--- config.mk ---
export PLATFORM = sky130hd
export DESIGN_NAME = utf8_stream_sanitizer_core_flat
export DESIGN_NICKNAME = d
export VERILOG_FILES = /design/src/rtl/u8s_pkg.sv /design/src/rtl/u8s_in_if.sv /design/src/rtl/u8s_out_if.sv /design/src/rtl/u8s_datapath.sv /design/src/rtl/u8s_ctrl.sv /design/src/rtl/utf8_stream_sanitizer_core.sv /design/src/flat_wrapper.sv
export SDC_FILE = /design/constraint.sdc
export NUM_CORES = 1
export LEC_CHECK = 0
export BUFFER_PORTS_ARGS = -buffer_cell sky130_fd_sc_hd__buf_2
export CAP_MARGIN = 40
export CORE_AREA = 2 2 105 107
export CTS_BUF_LIST = sky130_fd_sc_hd__clkbuf_4
export DETAILED_ROUTE_END_ITERATION = 16
export DIE_AREA = 0 0 107 109
export GPL_TIMING_DRIVEN = 0
export SYNTH_ARGS = -nofsm -noshare
export SYNTH_HDL_FRONTEND = slang
export SYNTH_HIERARCHICAL = 1
export SYNTH_SLANG_ARGS = --single-unit
--- constraint.sdc ---
create_clock -name clk_i -period 3.72 [get_ports clk_i]
set_input_delay 0.558 -clock clk_i [delete_from_list [all_inputs] [get_ports clk_i]]
set_output_delay 0.558 -clock clk_i [all_outputs]
set_load 0.02 [all_outputs]
--- src/rtl/u8s_pkg.sv ---
`timescale 1ns / 1ps

package u8s_pkg;

  // Replacement for any byte that cannot stand in the output
  localparam logic [7:0] QMARK = 8'h3F;

  // Lead and continuation byte classes
  localparam logic [7:0] ASCII_LIMIT = 8'h80;
  localparam logic [7:0] MASK2       = 8'hE0;
  localparam logic [7:0] LEAD2       = 8'hC0;
  localparam logic [7:0] MASK3       = 8'hF0;
  localparam logic [7:0] LEAD3       = 8'hE0;
  localparam logic [7:0] MASK4       = 8'hF8;
  localparam logic [7:0] LEAD4       = 8'hF0;
  localparam logic [7:0] CONT_MASK   = 8'hC0;
  localparam logic [7:0] CONT_BITS   = 8'h80;

  localparam int unsigned HOLD_DEPTH = 4;

  typedef enum logic {
    ST_IDLE,
    ST_RUN
  } ctrl_state_e;

  // Controller to datapath
  typedef struct packed {
    logic load;  // append the accepted byte to the hold buffer
    logic step;  // emit one output byte and drop the front byte
  } cmd_t;

  // Datapath to controller
  typedef struct packed {
    logic stop;       // nothing more to emit for this request
    logic slot_free;  // output register can take a byte this cycle
    logic last;       // the byte emitted by a step ends this request
  } status_t;

  // Sequence length set by a lead byte, zero for an invalid lead
  function automatic logic [2:0] seq_len(input logic [7:0] lead);
    logic [2:0] len;
    if (lead < ASCII_LIMIT) len = 3'd1;
    else if ((lead & MASK2) == LEAD2) len = 3'd2;
    else if ((lead & MASK3) == LEAD3) len = 3'd3;
    else if ((lead & MASK4) == LEAD4) len = 3'd4;
    else len = 3'd0;
    return len;
  endfunction

  function automatic logic is_cont(input logic [7:0] b);
    return (b & CONT_MASK) == CONT_BITS;
  endfunction

endpackage

--- src/rtl/u8s_in_if.sv ---
`timescale 1ns / 1ps

interface u8s_in_if;
  logic       valid;
  logic       ready;
  logic [7:0] in_byte;
  logic       text_end;

  modport source (output valid, output in_byte, output text_end, input ready);
  modport sink   (input valid, input in_byte, input text_end, output ready);
endinterface

--- src/rtl/u8s_out_if.sv ---
`timescale 1ns / 1ps

interface u8s_out_if;
  logic       valid;
  logic       ready;
  logic [7:0] out_byte;
  logic       run_last;
  logic       text_done;

  modport source (output valid, output out_byte, output run_last, output text_done,
                  input ready);
  modport sink   (input valid, input out_byte, input run_last, input text_done,
                  output ready);
endinterface

--- src/rtl/u8s_datapath.sv ---
`timescale 1ns / 1ps

module u8s_datapath (
  input  logic             clk_i,
  input  logic             rst_ni,
  input  u8s_pkg::cmd_t    cmd_i,
  output u8s_pkg::status_t status_o,
  input  logic [7:0]       in_byte_i,
  input  logic             text_end_i,
  input  logic             out_ready_i,
  output logic             out_valid_o,
  output logic [7:0]       out_byte_o,
  output logic             run_last_o,
  output logic             text_done_o
);

  logic [7:0] held_q [u8s_pkg::HOLD_DEPTH];
  logic [7:0] held_d [u8s_pkg::HOLD_DEPTH];
  logic [2:0] count_q, count_d;
  logic [1:0] pass_q, pass_d;
  logic       flush_q, flush_d;
  logic       end_q, end_d;
  logic       out_valid_q, out_valid_d;
  logic [7:0] out_byte_q, out_byte_d;
  logic       run_last_q, run_last_d;
  logic       text_done_q, text_done_d;

  logic [2:0] len;
  logic [2:0] len_n;
  logic       cont_ok;
  logic       short;
  logic [7:0] emit_byte;
  logic [1:0] pass_n;
  logic       flush_n;
  logic [2:0] count_n;
  logic       last;

  // Classify the sequence at the front of the hold buffer
  always_comb begin
    len     = u8s_pkg::seq_len(held_q[0]);
    cont_ok = (len < 3'd2 || u8s_pkg::is_cont(held_q[1])) &&
              (len < 3'd3 || u8s_pkg::is_cont(held_q[2])) &&
              (len < 3'd4 || u8s_pkg::is_cont(held_q[3]));
    short   = (len != 3'd0) && (len > count_q);
  end

  // Pick the byte to emit and the state after dropping the front byte
  always_comb begin
    emit_byte = u8s_pkg::QMARK;
    pass_n    = 2'd0;
    flush_n   = flush_q;
    if (pass_q != 2'd0) begin
      emit_byte = held_q[0];
      pass_n    = pass_q - 2'd1;
    end else if (flush_q || len == 3'd0) begin
      emit_byte = u8s_pkg::QMARK;
    end else if (short) begin
      // cut short by text end: the whole remainder becomes '?'
      emit_byte = u8s_pkg::QMARK;
      flush_n   = 1'b1;
    end else if (cont_ok) begin
      emit_byte = held_q[0];
      pass_n    = 2'(len - 3'd1);
    end
    count_n = count_q - 3'd1;
    len_n   = u8s_pkg::seq_len(held_q[1]);
    last    = (count_n == 3'd0) ||
              (!end_q && pass_n == 2'd0 && len_n != 3'd0 && len_n > count_n);
  end

  always_comb begin
    status_o.stop      = (count_q == 3'd0) ||
                         (pass_q == 2'd0 && !flush_q && !end_q && short);
    status_o.slot_free = !out_valid_q || out_ready_i;
    status_o.last      = last;
  end

  // Next state: append on load, shift and emit on step
  always_comb begin
    held_d      = held_q;
    count_d     = count_q;
    pass_d      = pass_q;
    flush_d     = flush_q;
    end_d       = end_q;
    out_valid_d = out_valid_q && !out_ready_i;
    out_byte_d  = out_byte_q;
    run_last_d  = run_last_q;
    text_done_d = text_done_q;
    if (cmd_i.load) begin
      held_d[count_q[1:0]] = in_byte_i;
      count_d              = count_q + 3'd1;
      end_d                = text_end_i;
    end else if (cmd_i.step) begin
      for (int i = 0; i < u8s_pkg::HOLD_DEPTH - 1; i++) begin
        held_d[i] = held_q[i+1];
      end
      count_d     = count_n;
      pass_d      = pass_n;
      flush_d     = flush_n && (count_n != 3'd0);
      out_valid_d = 1'b1;
      out_byte_d  = emit_byte;
      run_last_d  = last;
      text_done_d = last && end_q;
    end
  end

  always_ff @(posedge clk_i or negedge rst_ni) begin
    if (!rst_ni) begin
      count_q     <= 3'd0;
      pass_q      <= 2'd0;
      flush_q     <= 1'b0;
      end_q       <= 1'b0;
      out_valid_q <= 1'b0;
    end else begin
      count_q     <= count_d;
      pass_q      <= pass_d;
      flush_q     <= flush_d;
      end_q       <= end_d;
      out_valid_q <= out_valid_d;
    end
  end

  // Payload: no reset
  always_ff @(posedge clk_i) begin
    held_q      <= held_d;
    out_byte_q  <= out_byte_d;
    run_last_q  <= run_last_d;
    text_done_q <= text_done_d;
  end

  assign out_valid_o = out_valid_q;
  assign out_byte_o  = out_byte_q;
  assign run_last_o  = run_last_q;
  assign text_done_o = text_done_q;

  a_load_room: assert property (@(posedge clk_i) disable iff (!rst_ni)
    cmd_i.load |-> count_q < 3'd4)
    else $error("byte loaded into a full hold buffer");

  a_pass_held: assert property (@(posedge clk_i) disable iff (!rst_ni)
    pass_q != 2'd0 |-> {1'b0, pass_q} <= count_q)
    else $error("pending pass-through exceeds held bytes");

  a_flush_end: assert property (@(posedge clk_i) disable iff (!rst_ni)
    flush_q |-> end_q && count_q != 3'd0)
    else $error("flush active without text end");

  a_step_gated: assert property (@(posedge clk_i) disable iff (!rst_ni)
    cmd_i.step |-> !status_o.stop && status_o.slot_free && !cmd_i.load)
    else $error("step issued with nothing to emit or no output room");

  a_done_last: assert property (@(posedge clk_i) disable iff (!rst_ni)
    out_valid_q && text_done_q |-> run_last_q)
    else $error("text done flagged on a byte that does not end its request");

endmodule

--- src/rtl/u8s_ctrl.sv ---
`timescale 1ns / 1ps

module u8s_ctrl (
  input  logic             clk_i,
  input  logic             rst_ni,
  input  logic             in_valid_i,
  output logic             in_ready_o,
  input  u8s_pkg::status_t status_i,
  output u8s_pkg::cmd_t    cmd_o
);

  u8s_pkg::ctrl_state_e state_q, state_d;

  always_ff @(posedge clk_i or negedge rst_ni) begin
    if (!rst_ni) begin
      state_q <= u8s_pkg::ST_IDLE;
    end else begin
      state_q <= state_d;
    end
  end

  // Take a request in idle, then emit one byte per cycle while output has room
  always_comb begin
    state_d    = state_q;
    in_ready_o = 1'b0;
    cmd_o      = '0;
    unique case (state_q)
      u8s_pkg::ST_IDLE: begin
        in_ready_o = 1'b1;
        if (in_valid_i) begin
          cmd_o.load = 1'b1;
          state_d    = u8s_pkg::ST_RUN;
        end
      end
      u8s_pkg::ST_RUN: begin
        if (status_i.stop) begin
          state_d = u8s_pkg::ST_IDLE;
        end else if (status_i.slot_free) begin
          cmd_o.step = 1'b1;
          if (status_i.last) state_d = u8s_pkg::ST_IDLE;
        end
      end
      default: state_d = u8s_pkg::ST_IDLE;
    endcase
  end

  a_run_after_load: assert property (@(posedge clk_i) disable iff (!rst_ni)
    cmd_o.load |=> state_q == u8s_pkg::ST_RUN)
    else $error("load not followed by run");

endmodule

--- src/rtl/utf8_stream_sanitizer_core.sv ---
`timescale 1ns / 1ps

// Channel   Dir   Payload                          Handshake
// in_i      in    in_byte[7:0], text_end           valid/ready
// out_o     out   out_byte[7:0], run_last, text_done valid/ready
//
// A request is accepted in the idle state, then emits 0 to 4 output bytes,
// one byte per cycle by the controller's run state while the output register has room.
// A byte that only extends an incomplete sequence returns to idle without emitting a byte.
// The output register lets a new request be accepted while a result waits.
// The run state stalls while the output register is full and not taken.
// Reset clears the controller, the held count and the output valid.

module utf8_stream_sanitizer_core (
  input  logic clk_i,
  input  logic rst_ni,
  u8s_in_if.sink    in_i,
  u8s_out_if.source out_o
);

  u8s_pkg::cmd_t    cmd;
  u8s_pkg::status_t status;

  u8s_ctrl u_ctrl (
    .clk_i      (clk_i),
    .rst_ni     (rst_ni),
    .in_valid_i (in_i.valid),
    .in_ready_o (in_i.ready),
    .status_i   (status),
    .cmd_o      (cmd)
  );

  u8s_datapath u_datapath (
    .clk_i       (clk_i),
    .rst_ni      (rst_ni),
    .cmd_i       (cmd),
    .status_o    (status),
    .in_byte_i   (in_i.in_byte),
    .text_end_i  (in_i.text_end),
    .out_ready_i (out_o.ready),
    .out_valid_o (out_o.valid),
    .out_byte_o  (out_o.out_byte),
    .run_last_o  (out_o.run_last),
    .text_done_o (out_o.text_done)
  );

endmodule
--- src/flat_wrapper.sv ---
// flat-port wrapper written by rule: the top's interface ports become plain ports
module utf8_stream_sanitizer_core_flat 
  (clk_i, rst_ni, in_i_valid, in_i_in_byte, in_i_text_end, in_i_ready, out_o_valid, out_o_out_byte, out_o_run_last, out_o_text_done, out_o_ready);
  u8s_in_if in_i_i ();
  u8s_out_if out_o_i ();
  input  logic clk_i;
  input  logic rst_ni;
  input wire logic [$bits(in_i_i.valid)-1:0] in_i_valid;
  input wire logic [$bits(in_i_i.in_byte)-1:0] in_i_in_byte;
  input wire logic [$bits(in_i_i.text_end)-1:0] in_i_text_end;
  output wire logic [$bits(in_i_i.ready)-1:0] in_i_ready;
  output wire logic [$bits(out_o_i.valid)-1:0] out_o_valid;
  output wire logic [$bits(out_o_i.out_byte)-1:0] out_o_out_byte;
  output wire logic [$bits(out_o_i.run_last)-1:0] out_o_run_last;
  output wire logic [$bits(out_o_i.text_done)-1:0] out_o_text_done;
  input wire logic [$bits(out_o_i.ready)-1:0] out_o_ready;
  assign in_i_i.valid = in_i_valid;
  assign in_i_i.in_byte = in_i_in_byte;
  assign in_i_i.text_end = in_i_text_end;
  assign in_i_ready = in_i_i.ready;
  assign out_o_valid = out_o_i.valid;
  assign out_o_out_byte = out_o_i.out_byte;
  assign out_o_run_last = out_o_i.run_last;
  assign out_o_text_done = out_o_i.text_done;
  assign out_o_i.ready = out_o_ready;
  utf8_stream_sanitizer_core u_core (.clk_i(clk_i), .rst_ni(rst_ni), .in_i(in_i_i), .out_o(out_o_i));
endmodule
==> out/results.ini, run 1 <==
[outcome]
status=finished clean

[global_route]
grt_pass1_wl_um=8460
grt-ovfl-total=0
grt_pass1_vias=1812
antenna_found_initial=0
grt_max_degree=16
grtUsageTotal_pct=9.18

[placement]
portBuffers=24
routabilityCongestion=0.816
dp_hpwl_um=3770
place_ws_ns=0.463

[routing]
drc=0
via_per_inst=4.19
routed_wl_um=4780
firstDrtPassIters=4
wl_per_cell_um=11.7
drt-initial-drc-count=57
postRouteAntennaNets=0
num_vias=1713

[die]
die_area_mm2=0.0117
fp.dieW_um=107
coreArea_mm2=0.0106
start_util_pct=24.1
dieHeight_um=109
row_count=38
ios=25

[sta]
rsz0062_at_grt=no
slew_headroom_pct=66.7
period_minus_slack_ns=3.24
setup_violations=0
fmax_mhz=308
final_hold_viol_count=0
worst_slack_ns=0.478
clock_skew_ns=0.0111
fin_tns_setup_ns=0
drv_slew=0
max_slew.worst_pin.slew_ns=0.499
fin_crit_sh_pct=87.2

[cts]
cts.htree.levels=2
clk_path_buf_depth=2
tritoncts=built
clk_pin_slew_ns=0.14
clkSinkCount=51
cts_setup_buffers=0
ctsRootBufferMaster=clkbuf_4
clk_latency_ns=0.36
cts_resized=0
cts_made_buffers=5

[synthesis]
yosysUniqueCellTypes=37
syn_inst=237
ys_ff_latch=51
synth_edf_count=42
syn_area_per_cell_um2=10.8
synth_top_flop_cell=edfxtp_1
synth.cell_area_mm2=0.00255
synth-async-reset-ratio_pct=17.6
syn_nets=263
yosysSeqAreaShare_pct=58.3
yosys_warnings=6

[final_layout]
nets=295
area_delta_synth_final_pct=14.9
seq_area_mm2=0.00149
multi_input_area_um2=888
nFillCells=1137
antenna_cells=0
drive_above_1_share_pct=16.0

[critical_path]
critPathArrivalTime_ns=3.50
reg2reg_depth=14
cp.required_ns=3.97
crit_path_start_kind=register
cp-end-kind=register
ff2ff_setup_slack_ns=0.48
path_class=reg -> reg
reg2reg_from=u_core/u_datapath/held_q[29]
r2r-end=u_core/u_datapath/flush_q
critPathMaxFanout=12

[pwr]
p_leak_nw=1.19
peakVddDrop_uv=272
powerDensity_mw_per_mm2=908
fin_total_pwr_mw=2.66

[hold_path]
min_path_type=in -> reg
hold_path_end=u_core/u_datapath/end_q
hp-start=in_i_text_end
whs_path_depth=2

[run]
max-cap-violations=0

-- cell usage in the layout, fill, tap and decap left out, types with 2 or more instances in the layout --
| cell type | n |
|---|---|
| and2_1 | 3 |
| edfxtp_1 | 42 |
| a31oi_1 | 2 |
| o21ai_0 | 28 |
| a21oi_1 | 4 |
| dfrtp_1 | 9 |
| buf_2 | 24 |
| ha_1 | 13 |
| nor2_1 | 7 |
| inv_1 | 36 |
| a21o_1 | 3 |
| clkbuf_4 | 5 |
| a31o_2 | 2 |
| clkbuf_1 | 8 |
| mux2_2 | 2 |
| nand4_1 | 2 |
| nand3_1 | 20 |
| nand2b_1 | 11 |
| nand2_1 | 24 |
| a31o_1 | 2 |
-- synth_stat cells, types with 2 or more instances --
| cell type | number | area share, % |
|---|---|---|
| ha_1 | 13 | 6.4 |
| mux2_2 | 2 | 0.88 |
| nand2_1 | 24 | 3.5 |
| dfrtp_1 | 9 | 8.8 |
| o21ai_0 | 28 | 5.5 |
| inv_1 | 36 | 5.3 |
| nand3_1 | 20 | 3.9 |
| a21o_1 | 3 | 0.88 |
| nor2_1 | 7 | 1.0 |
| clkbuf_1 | 8 | 1.2 |
| a31oi_1 | 2 | 0.49 |
| a21oi_1 | 4 | 0.78 |
| and2_1 | 3 | 0.74 |
| nand2b_1 | 11 | 2.7 |
| edfxtp_1 | 42 | 49 |
| nand4_1 | 2 | 0.49 |
| a31o_1 | 2 | 0.69 |
| a31o_2 | 2 | 0.69 |
-- cell families (layout without fill, tap and decap cells) --
family                   after synthesis  in the layout  share of synthesized area (%)
AND/OR/NAND/NOR                       74             74                           14.6
adder cells (fa/ha/maj)               13             13                           6.38
buffers and inverters                 46             78                           6.92
AO/OA/AOI/OAI                         49             49                           12.3
flip-flops                            51             51                           58.3
XOR/XNOR                               1              1                          0.343
multiplexers                           3              3                           1.28
-- where the power goes --
part	total [mW]	switching [mW]	internal, mW
registers	1.14	0.135	1.00
clock network	0.308	0.170	0.138
logic	1.22	0.760	0.460
total	2.66	1.06	1.60
-- metrics by stage --
step	hold WS (ns)	utilization, %	cells	area, um^2
2_1_floorplan	0.262	-	237	2550
3_3_place_gp	0.423	26.8	401	2850
3_5_place_dp	0.427	26.8	401	2850
4_1_cts	0.399	27.6	409	2930
5_1_grt	0.396	27.6	409	2930
6_report	0.416	27.6	409	2930
-- worst max path at each step --
stage                            startpoint                         to  slack (ns)  depth (start not counted)
2_1_floorplan  u_core/u_datapath/held_q[29]  u_core/u_datapath/flush_q        1.05                         15
3_3_place_gp   u_core/u_datapath/held_q[29]  u_core/u_datapath/flush_q        0.51                         15
3_5_place_dp   u_core/u_datapath/held_q[29]  u_core/u_datapath/flush_q        0.46                         15
4_1_cts        u_core/u_datapath/held_q[29]  u_core/u_datapath/flush_q        0.45                         14
5_1_grt        u_core/u_datapath/held_q[29]  u_core/u_datapath/flush_q        0.11                         14
6_report       u_core/u_datapath/held_q[29]  u_core/u_datapath/flush_q        0.48                         14
-- worst max-delay path: stages (launching register included) --
cell and delay (ns):
edfxtp_1 0.44, nand2_1 0.11, nor3_1 0.28, ha_1 0.31
nand3_1 0.07, o21ai_0 0.14, nor4b_2 0.31, a21o_1 0.16
inv_1 0.04, and3_2 0.19, nand2b_1 0.07, clkbuf_1 0.40
inv_1 0.34, a21oi_1 0.21, a31oi_1 0.05
-- layout make-up --
| cell class | count | share of cell area, % |
|---|---|---|
| Tap cell | 140 | 5.98 |
| Multi-Input combinational cell | 140 | 30.3 |
| Buffer | 10 | 1.41 |
| Clock inverter | 2 | 1.28 |
| Timing Repair Buffer | 25 | 4.44 |
| Sequential cell | 51 | 50.7 |
| Clock buffer | 5 | 1.28 |
| Inverter | 36 | 4.61 |
-- per-layer routing --
metal | up-vias | GRT usage [%] | routed length, um
li1 | 876 | - | -
met1 | 797 | 12.1 | 2330
met2 | 35 | 14.8 | 2230
met3 | 5 | 2.21 | 169
met4 | 0 | 3.15 | 46
met5 | - | 0 | 0
-- flip-flops by register name, summed over array words and instances (netlist names) --
signal	flops
u_core/u_datapath/out_byte_o	8
u_core/u_datapath/text_done_o	1
u_core/u_datapath/count_q	3
u_core/u_datapath/run_last_o	1
u_core/u_datapath/out_valid_o	1
u_core/u_datapath/held_q	32
u_core/u_ctrl/state_q	1
u_core/u_datapath/pass_q	2
u_core/u_datapath/flush_q	1
u_core/u_datapath/end_q	1
-- repair_timing --
| action | in CTS | in global routing |
|---|---|---|
| endpoints found under the setup margin | 0 | 0 |
| hold buffers | 1 | 0 |
| hold endpoints to repair | 8 | 0 |
Note: power is estimated with default switching activity, not from simulation.
==> run 2, diff against run 1 <==
--- a/config.mk
+++ b/config.mk
@@ -7,11 +7,12 @@
 export LEC_CHECK = 0
 export BUFFER_PORTS_ARGS = -buffer_cell sky130_fd_sc_hd__buf_2
 export CAP_MARGIN = 40
-export CORE_AREA = 2 2 105 107
+export CORE_AREA = 2 2 68 70
 export CTS_BUF_LIST = sky130_fd_sc_hd__clkbuf_4
 export DETAILED_ROUTE_END_ITERATION = 16
-export DIE_AREA = 0 0 107 109
+export DIE_AREA = 0 0 70 72
 export GPL_TIMING_DRIVEN = 0
+export PLACE_DENSITY = 0.8
 export SYNTH_ARGS = -nofsm -noshare
 export SYNTH_HDL_FRONTEND = slang
 export SYNTH_HIERARCHICAL = 1
==> out/results.ini, run 2 (synthesis gave the netlist of run 1 again) <==
[pwr]
powerDensity_mw_per_mm2=931  ; was 908 mW/mm^2
p_leak_nw=1.19  ; about the same
power.switching_mw=1.08  ; was 1.06 mW
internal-power_mw=1.55  ; was 1.60 mW
peakVddDrop_uv=454  ; was 272 uV
fin_total_pwr_mw=2.63  ; was 2.66 mW
swShare_pct=41.1  ; was 40.0%
sequentialPowerShare_pct=43.2  ; was 42.6%
combinationalPowerShare_pct=47.3  ; was 45.8%
clkPwrFrac_pct=9.5  ; was 11.6%

[placement]
dp_hpwl_um=3420  ; was 3770 um
place_ws_ns=0.353  ; was 0.463 ns
place_area_mm2=0.00274  ; was 0.00285 mm^2
portBuffers=24  ; unchanged
routabilityCongestion=0.852  ; was 0.816

[sta]
fin_tns_setup_ns=0  ; unchanged
clock_skew_ns=0.0151  ; was 0.0111 ns
period_minus_slack_ns=3.39  ; was 3.24 ns
final_hold_viol_count=0  ; unchanged
fin_crit_sh_pct=91.1  ; was 87.2%
setup_violations=0  ; unchanged
rsz0062_at_grt=no  ; unchanged
drv_slew=0  ; unchanged
slew_headroom_pct=61.2  ; was 66.7%
fmax_mhz=295  ; was 308 MHz
max_slew.worst_pin.slew_ns=0.582  ; was 0.499 ns
worst_slack_ns=0.331  ; was 0.478 ns

[die]
start_util_pct=59.8  ; was 24.1%
ios=25  ; unchanged
coreArea_mm2=0.00426  ; was 0.0106 mm^2
die_area_mm2=0.00504  ; was 0.0117 mm^2
dieHeight_um=72  ; was 109 um
fp.dieW_um=70  ; was 107 um
row_count=24  ; was 38

[critical_path]
critPathArrivalTime_ns=3.43  ; was 3.50 ns
reg2reg_from=u_core/u_datapath/held_q[29]  ; unchanged
reg2reg_depth=13  ; was 14
r2r-end=u_core/u_datapath/held_q[23]  ; was u_core/u_datapath/flush_q
crit_path_start_kind=register  ; unchanged
crit_chain=nand2_1 -> o21ai_0 -> inv_1 -> ha_1 -> nand3_1 -> o21ai_0 -> nor4b_2 -> a21o_1 -> inv_1 -> and3_2 -> nand2b_1 -> clkbuf_1 -> nand2_1  ; was nand2_1 -> nor3_1 -> ha_1 -> nand3_1 -> o21ai_0 -> nor4b_2 -> a21o_1 -> inv_1 -> and3_2 -> nand2b_1 -> clkbuf_1 -> inv_1 -> a21oi_1 -> a31oi_1
path_class=reg -> reg  ; unchanged
ff2ff_setup_slack_ns=0.33  ; was 0.48 ns
cp-end-kind=register  ; unchanged
critPathMaxFanout=10  ; was 12
cp.required_ns=3.76  ; was 3.97 ns
slowest_delay_ns=0.45  ; was 0.44 ns
slowest_stage=edfxtp_1  ; unchanged

[cts]
ctsRootBufferMaster=clkbuf_4  ; unchanged
clkSinkCount=51  ; unchanged
cts.htree.levels=2  ; unchanged
clk_path_buf_depth=2  ; unchanged
cts_made_buffers=5  ; unchanged
tritoncts=built  ; unchanged
clk_pin_slew_ns=0.15  ; was 0.14 ns
clk_latency_ns=0.38  ; was 0.36 ns

[final_layout]
finish.instance_area_mm2=0.00282  ; was 0.00293 mm^2
final_cell_mix=edfxtp_1, inv_1, o21ai_0  ; unchanged
layout_commonest_cell=edfxtp_1  ; unchanged
fin_util_pct=66.2  ; was 27.6%
drive_above_1_share_pct=16.9  ; was 16.0%
largest-register=u_core/u_datapath/held_q  ; unchanged
area_delta_synth_final_pct=10.6  ; was 14.9%
largest_reg_flops=32  ; unchanged
nets=297  ; was 295
antenna_cells=0  ; unchanged

[routing]
routed_wl_um=4490  ; was 4780 um
drt-initial-drc-count=142  ; was 57
drc=0  ; unchanged
postRouteAntennaNets=0  ; unchanged
num_vias=1745  ; was 1713
firstDrtPassIters=4  ; unchanged
wl_per_cell_um=13.9  ; was 11.7 um
via_per_inst=5.39  ; was 4.19

[global_route]
grtUsageTotal_pct=20.2  ; was 9.18%
grt-ovfl-total=0  ; unchanged
antenna_found_initial=0  ; unchanged
grt_pass1_vias=1732  ; was 1812
grt_pass1_wl_um=7870  ; was 8460 um
grt_max_degree=17  ; was 16

[hold_path]
min_path_type=in -> reg  ; unchanged
hold_path_end=u_core/u_datapath/held_q[0]  ; was u_core/u_datapath/end_q
whs_path_depth=1  ; was 2
hp-start=in_i_in_byte[0]  ; was in_i_text_end

[outcome]
status=finished clean  ; unchanged

[run]
max-cap-violations=0  ; unchanged

run 2: changes by cell type in the layout (fill, tap and decap cells not counted), sizes merged:
cell,before,now
buf,26,28
bufinv,1,0
inv,36,35
clkinvlp,1,2
clkinv,0,2
run 2: how the worst max path moves through the flow:
stage                                             from  cells after the start                            to  slack [ns]
final                     u_core/u_datapath/held_q[29]                     13  u_core/u_datapath/held_q[23]        0.33
after detailed placement  u_core/u_datapath/held_q[29]                     15     u_core/u_datapath/flush_q        0.35
after floorplan           u_core/u_datapath/held_q[29]                     15     u_core/u_datapath/flush_q        1.05
after global routing      u_core/u_datapath/held_q[29]                     13  u_core/u_datapath/held_q[15]        0.04
after global placement    u_core/u_datapath/held_q[29]                     15     u_core/u_datapath/flush_q        0.48
after CTS                 u_core/u_datapath/held_q[29]                     15     u_core/u_datapath/flush_q        0.32
run 2: repair_timing:
action | in CTS | in global routing
resized for setup | 0 | 1
hold buffers | 1 | 0
buffers inserted | 0 | 2
endpoints found under the hold margin | 8 | 0
setup endpoints to repair | 0 | 1
run 2: critical path, delay by kind of cell (launching register included):
| kind | cells | cell delay, ns |
|---|---|---|
| buf+inv | 3 | 0.63 |
| flops | 1 | 0.45 |
| compound gates | 3 | 0.55 |
| fa+ha+maj | 1 | 0.29 |
| simple gates | 6 | 1.12 |
run 2: area by class of cell:
cell class	instances	area, um^2
timing repair buffer	27	145
clock inverter	3	20.0
fill	346	1440
buffer	10	41.3
inverter	36	139
multi-input combinational	140	888
tap	52	65.1
clock buffer	5	37.5
sequential	51	1490
run 2: routing by layer:
layer | vias to the layer above | part of all wire (%) | track usage, %
li1 | 891 | - | -
met1 | 813 | 45 | 26.2
met2 | 34 | 50 | 33.7
met3 | 7 | 3.4 | 4.72
met4 | 0 | 1.4 | 7.69
met5 | - | 0 | 0
run 2: per-stage QoR:
step | cells | hold slack, ns
finish | 324 | 0.405
CTS | 322 | 0.389
floorplan | 237 | 0.262
global placement | 313 | 0.419
detailed placement | 313 | 0.421
global route | 324 | 0.387
run 2: power by group through the flow:
stage	Clock, mW	Combinational (mW)	Sequential (mW)
2_1_floorplan	0	0.860	1.20
3_3_place_gp	0	1.17	1.13
3_5_place_dp	0	1.22	1.15
4_1_cts	0.256	1.23	1.14
5_1_grt	0.279	1.40	1.17
6_report	0.249	1.24	1.14
